<file path="src/sv/hrvs_pkg.sv">
// Shared types and constants for the HRV time-domain statistics block.
package hrvs_pkg;

  localparam int MAX_INTERVALS_DEF = 1048576;
  localparam int FRACTION_BITS     = 4;
  localparam int CNT_W             = 20;

  localparam logic [19:0] OUT_MAX    = 20'hFFFFF;
  localparam logic [13:0] PCT_SCALE  = 14'd10000;
  localparam logic [15:0] RESET_THR  = 16'd50;
  localparam logic [23:0] RESET_SEG  = 24'd300000;
  localparam logic [15:0] SEGK_MAX   = 16'hFFFF;

  localparam logic [7:0] CFG_NN50_THR = 8'd0;
  localparam logic [7:0] CFG_SEG_LEN  = 8'd1;

  localparam logic [1:0] STATUS_OK        = 2'd0;
  localparam logic [1:0] STATUS_FEW_IV    = 2'd1;
  localparam logic [1:0] STATUS_FEW_SEG   = 2'd2;

  typedef enum logic [1:0] {
    OP_MUL,
    OP_DIV,
    OP_SQRT
  } math_op_t;

  typedef struct packed {
    logic     start;
    math_op_t op;
  } math_req_t;

  typedef struct packed {
    logic done;
  } math_rsp_t;

endpackage

</file>
<file path="src/sv/hrvs_math.sv">
// Bit-serial arithmetic unit: shift-add multiply, restoring divide, digit-by-digit square root.
module hrvs_math (
  input  logic                clk,
  input  logic                rst,
  input  hrvs_pkg::math_req_t req,
  input  logic [127:0]        a,
  input  logic [63:0]         b,
  output hrvs_pkg::math_rsp_t rsp,
  output logic [127:0]        result
);

  typedef enum logic [1:0] {M_IDLE, M_MUL, M_DIV, M_SQRT} mstate_t;

  mstate_t      state;
  logic         done;
  logic         done_next;
  logic [127:0] mcand;
  logic [63:0]  mplier;
  logic [127:0] acc;
  logic [63:0]  rem;
  logic [63:0]  num_lo;
  logic [63:0]  dvs;
  logic [63:0]  quo;
  logic [63:0]  rad;
  logic [35:0]  srem;
  logic [31:0]  root;
  logic [5:0]   cnt;

  logic [63:0]  div_shift;
  logic         div_ge;
  logic [63:0]  div_diff;
  logic [35:0]  sq_cur;
  logic [35:0]  sq_trial;
  logic         sq_ge;

  always_comb begin
    div_shift = {rem[62:0], num_lo[63]};
    // the bit shifted out of the remainder means it already exceeds the divisor
    div_ge    = rem[63] || (div_shift >= dvs);
    div_diff  = div_shift - dvs;
    sq_cur    = {srem[33:0], rad[63:62]};
    sq_trial  = {2'b00, root, 2'b01};
    sq_ge     = sq_cur >= sq_trial;
  end

  // finish a divide by zero, a saturating divide and an unknown op at once
  always_comb begin
    done_next = 1'b0;
    case (state)
      M_IDLE: begin
        if (req.start) begin
          case (req.op)
            hrvs_pkg::OP_MUL:  done_next = 1'b0;
            hrvs_pkg::OP_SQRT: done_next = 1'b0;
            hrvs_pkg::OP_DIV:  done_next = (b == 64'd0) || (a[127:64] >= b);
            default:           done_next = 1'b1;
          endcase
        end
      end
      M_MUL:   done_next = (mplier == 64'd0);
      M_DIV:   done_next = (cnt == 6'd63);
      M_SQRT:  done_next = (cnt == 6'd31);
      default: done_next = 1'b0;
    endcase
  end

  assign rsp.done = done;

  always_ff @(posedge clk) begin
    if (rst) begin
      state <= M_IDLE;
      done  <= 1'b0;
    end else begin
      done <= done_next;
      case (state)
        M_IDLE: begin
          if (req.start) begin
            case (req.op)
              hrvs_pkg::OP_MUL: begin
                mcand  <= {64'd0, a[63:0]};
                mplier <= b;
                acc    <= '0;
                state  <= M_MUL;
              end
              hrvs_pkg::OP_DIV: begin
                if (b == 64'd0) begin
                  result <= '0;
                end else if (a[127:64] >= b) begin
                  // quotient does not fit: saturate
                  result <= {64'd0, {64{1'b1}}};
                end else begin
                  rem    <= a[127:64];
                  num_lo <= a[63:0];
                  dvs    <= b;
                  quo    <= '0;
                  cnt    <= '0;
                  state  <= M_DIV;
                end
              end
              hrvs_pkg::OP_SQRT: begin
                rad   <= a[63:0];
                srem  <= '0;
                root  <= '0;
                cnt   <= '0;
                state <= M_SQRT;
              end
              default: begin
                result <= '0;
              end
            endcase
          end
        end
        M_MUL: begin
          if (mplier == 64'd0) begin
            result <= acc;
            state  <= M_IDLE;
          end else begin
            if (mplier[0]) acc <= acc + mcand;
            mcand  <= {mcand[126:0], 1'b0};
            mplier <= {1'b0, mplier[63:1]};
          end
        end
        M_DIV: begin
          rem    <= div_ge ? div_diff : div_shift;
          quo    <= {quo[62:0], div_ge};
          num_lo <= {num_lo[62:0], 1'b0};
          cnt    <= cnt + 6'd1;
          if (cnt == 6'd63) begin
            result <= {64'd0, quo[62:0], div_ge};
            state  <= M_IDLE;
          end
        end
        M_SQRT: begin
          srem <= sq_ge ? (sq_cur - sq_trial) : sq_cur;
          root <= {root[30:0], sq_ge};
          rad  <= {rad[61:0], 2'b00};
          cnt  <= cnt + 6'd1;
          if (cnt == 6'd31) begin
            result <= {96'd0, root[30:0], sq_ge};
            state  <= M_IDLE;
          end
        end
        default: state <= M_IDLE;
      endcase
    end
  end

endmodule

</file>
<file path="config.mk">
export PLATFORM = sky130hd
export DESIGN_NAME = hrvs_math
export DESIGN_NICKNAME = d
export VERILOG_FILES = /design/src/sv/hrvs_pkg.sv /design/src/sv/hrvs_math.sv
export SDC_FILE = /design/constraint.sdc
export NUM_CORES = 2
export LEC_CHECK = 0
export BUFFER_PORTS_ARGS = -buffer_cell sky130_fd_sc_hd__buf_4
export CELL_PAD_IN_SITES_DETAIL_PLACEMENT = 0
export CELL_PAD_IN_SITES_GLOBAL_PLACEMENT = 1
export CORE_UTILIZATION = 30
export DETAILED_ROUTE_END_ITERATION = 8
export PLACE_DENSITY_LB_ADDON = 0.1
export REMOVE_ABC_BUFFERS = 1
export SLEW_MARGIN = 15
export SYNTH_ARGS = -nofsm -noshare
export SYNTH_HDL_FRONTEND = slang
export SYNTH_SLANG_ARGS = --single-unit
</file>
<file path="constraint.sdc">
create_clock -name clk -period 46.3 [get_ports clk]
set_clock_uncertainty 0.05 [all_clocks]
set_input_delay 2.315 -clock clk [delete_from_list [all_inputs] [get_ports clk]]
set_output_delay 2.315 -clock clk [all_outputs]
set_load 0.03 [all_outputs]
</file>
==> run_results.csv <==
group,metric,value,unit
run_status,outcome,"finished, final reports clean",
pwr,p_per_area,36.5,mW/mm^2
drt,avgRoutedWirePerCell,22.3,um
setup_path,r2r-start,"acc[0]$_SDFFCE_PN0P_",
grt,overflow,0,
clock_tree,cts_buffers,107,
pwr,p_leak,23.2,nW
timing,worstMarginPinSlew,1390,ps
clock_tree,clk_latency,740,ps
setup_path,crit_fanout,61,
synthesis,yosysWarnings,0,
die,start_util,30.2,%
synthesis,ys_ff_latch,842,
synthesis,yosysTopAreaCell,"edfxtp_1",
synthesis,synth_cell_types,85,
die,die_w,407,um
synthesis,synth_area_per_cell,9.88,sq um
cells_and_area,nets,5708,
synthesis,synth_seq_area_share,51.2,%
timing,slew_violations,0,
setup_path,arrival,7420,ps
placed_design,place_hpwl,121000,um
drt,first_pass_iters,5,
die,die_h,407,um
pwr,total_power,2.09,mW
placed_design,dp.cells,7282,
die,io_pins,326,
clock_tree,cts-resized-gates,0,
synthesis,syn_inst,4988,
setup_path,critical_path_class,"in -> reg",
setup_path,reg2regPathDepth,14,
pwr,p_switching,0.601,mW
die,rows,148,
grt,grt_first_pass_wirelength,250000,um
synthesis,synth_edf_count,839,
grt,antenna_found_initial,5,
clock_tree,cts_tree,"done",
pwr,p_int,1.49,mW
setup_path,rrSetupSlack,40870,ps
cells_and_area,drive_gt1_share,10.8,%
clock_tree,htree_levels,3,
cells_and_area,layout_commonest_cell,"nand2_1",
timing,fin_crit_sh,15.4,%
timing,max-slew-margin-rel,7.57,%
setup_path,r2r_end,"acc[122]$_SDFFCE_PN0P_",
synthesis,async_flop_share,0,%
timing,fin_setup_tns,0,ps
timing,rsz0062_at_grt,"no",
clock_tree,cts_buffer_depth,3,
placed_design,place.gp.congestion,0.863,
timing,report.final.hold_viol_count,0,
timing,fmax,140,MHz
grt,grt_max_degree,182,
timing,setup_violations,0,
pwr,p_sw_share,28.7,%
synthesis,synth_top_area_share,51.1,%
grt,grtUsageTotal,19.8,%
clock_tree,post_cts_buffers,0,
pwr,vdd_ir_drop_max,27.3,uV
grt,met3_usage,3.11,%
job,maxCapViolCount,0,
clock_tree,cts-root-buf,"clkbuf_16",
drt,vias,37675,
clock_tree,cts_sinks,842,
grt,grt_use_met1,27.2,%
clock_tree,cts_hold_buf,0,
setup_path,required,46580,ps
drt,drt_wl_total,167000,um
clock_tree,clkTransAtPathRegs,60,ps
pwr,seqPwrFrac,43.7,%
hold_path,min_path_type,"reg -> reg",
hold_path,hp-start,"num_lo[33]$_DFFE_PP_",
cells_and_area,final_cell_mix,"nand2_1, edfxtp_1, a21oi_1, buf_4, nor2_1",
drt,via_per_inst,5.04,
cells_and_area,fill_cells,16783,
cells_and_area,fin_cells,7481,
die,dieArea,0.166,sq mm
timing,fin_crit,7140,ps
setup_path,crit_path_end_kind,"flop",
pwr,p_clk_share,39.8,%
synthesis,synth_area,0.0493,sq mm
drt,ant_nets,0,
cells_and_area,area_growth_syn_to_layout,16.4,%
drt,drc,0,
hold_path,hold_depth,2,
pwr,combPwrFrac,16.5,%
drt,drt-initial-drc-count,2453,
hold_path,worstHoldEndpoint,"num_lo[34]$_DFFE_PP_",
synthesis,synth_flop_cell,"edfxtp_1",
grt,grt_pass1_vias,38356,
die,core-area,0.163,sq mm
placed_design,port_buffers,325,
setup_path,start_kind,"input pin",
grt,top_usage_layer,"met2",
grt,grtUsageMet2,31.6,%
synthesis,netlist_top_cells_area,"edfxtp_1, ha_1, nand2_1",
cells by family after synthesis:
| logic type | after synthesis | share of synthesized area [%] |
|---|---|---|
| multiplexers | 50 | 1.02 |
| AND/OR/NAND/NOR | 1893 | 17.3 |
| AO/OA/AOI/OAI | 1204 | 15.5 |
| adder cells (fa/ha/maj) | 295 | 7.52 |
| XOR/XNOR | 192 | 3.41 |
| buffers and inverters | 512 | 4.01 |
| flip-flops | 842 | 51.2 |
sequential cells by signal, summed over array words and instances (netlist names), 2 cells and up:
| register | cells |
|---|---|
| root | 32 |
| cnt | 6 |
| rad | 64 |
| state | 2 |
| mcand | 128 |
| num_lo | 64 |
| dvs | 64 |
| srem | 34 |
| mplier | 64 |
| result | 128 |
| rem | 64 |
| acc | 128 |
| quo | 63 |
power by group through the flow:
stage / clock network, mW / registers, mW / logic [mW]
global route: 0.884 / 0.918 / 0.382
detailed placement: 0 / 0.930 / 0.348
global placement: 0 / 0.931 / 0.350
CTS: 0.860 / 0.915 / 0.350
floorplan: 0 / 0.957 / 0.208
finish: 0.833 / 0.914 / 0.345
cells in the mapped netlist (all sizes together) (5+ instances only):
cell type,n
a311oi,7
nand2,923
a211oi,19
a31oi,28
o21ai,324
nor2b,29
nor4,47
nor2,359
nand3,49
o31a,11
xnor2,113
a211o,38
mux2i,50
inv,268
and4,6
o21a,45
a21boi,24
ha,293
nand4,108
nand2b,25
nor3b,5
and3,27
xor2,79
buf,48
nand3b,5
o221ai,6
o41ai,7
or3,19
and2,202
a21oi,369
a221oi,14
clkbuf,196
a2111o,17
a41oi,5
o22ai,7
nor3,62
o21bai,56
o31ai,15
a2111oi,8
o211ai,12
a21o,164
edfxtp,839
or2,20
worst max-delay path, cell delays in order:
cell and delay (ps):
buf_4 90, inv_1 40, ha_1 280, a21o_1 190
a21o_1 170, a21o_1 180, a21o_1 170, a21o_1 160
a21o_1 170, a21oi_1 470, o22ai_1 330, a211oi_1 770
nor3_1 190, nor3_2 190, buf_4 750, buf_4 810
stage by stage:
| step | utilization [%] | setup slack [ps] | hold slack, ps | instance area [sq um] |
|---|---|---|---|---|
| after floorplan | - | 20740 | 434 | 48300 |
| after global placement | 33.1 | 38340 | 435 | 54000 |
| after detailed placement | 33.1 | 38310 | 442 | 54000 |
| after CTS | 35.2 | 39110 | 457 | 57400 |
| after global routing | 35.2 | 38840 | 477 | 57400 |
| final | 35.2 | 39160 | 455 | 57400 |
per-layer routing:
layer  routed length, um  part of all wire, %
met2               75800                   45
met3                7590                  4.5
met5                  35                0.021
met4                5790                  3.5
met1               78000                   47
worst max path at each step:
stage / startpoint / end / slack, ps / cells past startpoint
2_1_floorplan: state[0]$_SDFFE_PP0P_ / acc[0]$_SDFFCE_PN0P_ / 20740 / 5
3_3_place_gp: b[49] / num_lo[45]$_DFFE_PP_ / 38340 / 16
3_5_place_dp: b[49] / num_lo[44]$_DFFE_PP_ / 38310 / 16
4_1_cts: b[49] / num_lo[43]$_DFFE_PP_ / 39110 / 16
5_1_grt: b[49] / num_lo[50]$_DFFE_PP_ / 38840 / 16
6_report: b[49] / num_lo[50]$_DFFE_PP_ / 39160 / 16
layout make-up:
cell class / count / area [sq um] / share of cell area [%]
antenna: 3 / 7.51 / 0.0131
inverter: 268 / 1010 / 1.75
sequential: 842 / 25300 / 44.0
multi-input combinational: 3634 / 22200 / 38.7
tap: 2175 / 2720 / 4.74
timing repair buffer: 363 / 2780 / 4.84
clock inverter: 68 / 646 / 1.13
clock buffer: 128 / 2760 / 4.81
(Power assumes the default switching activity.)
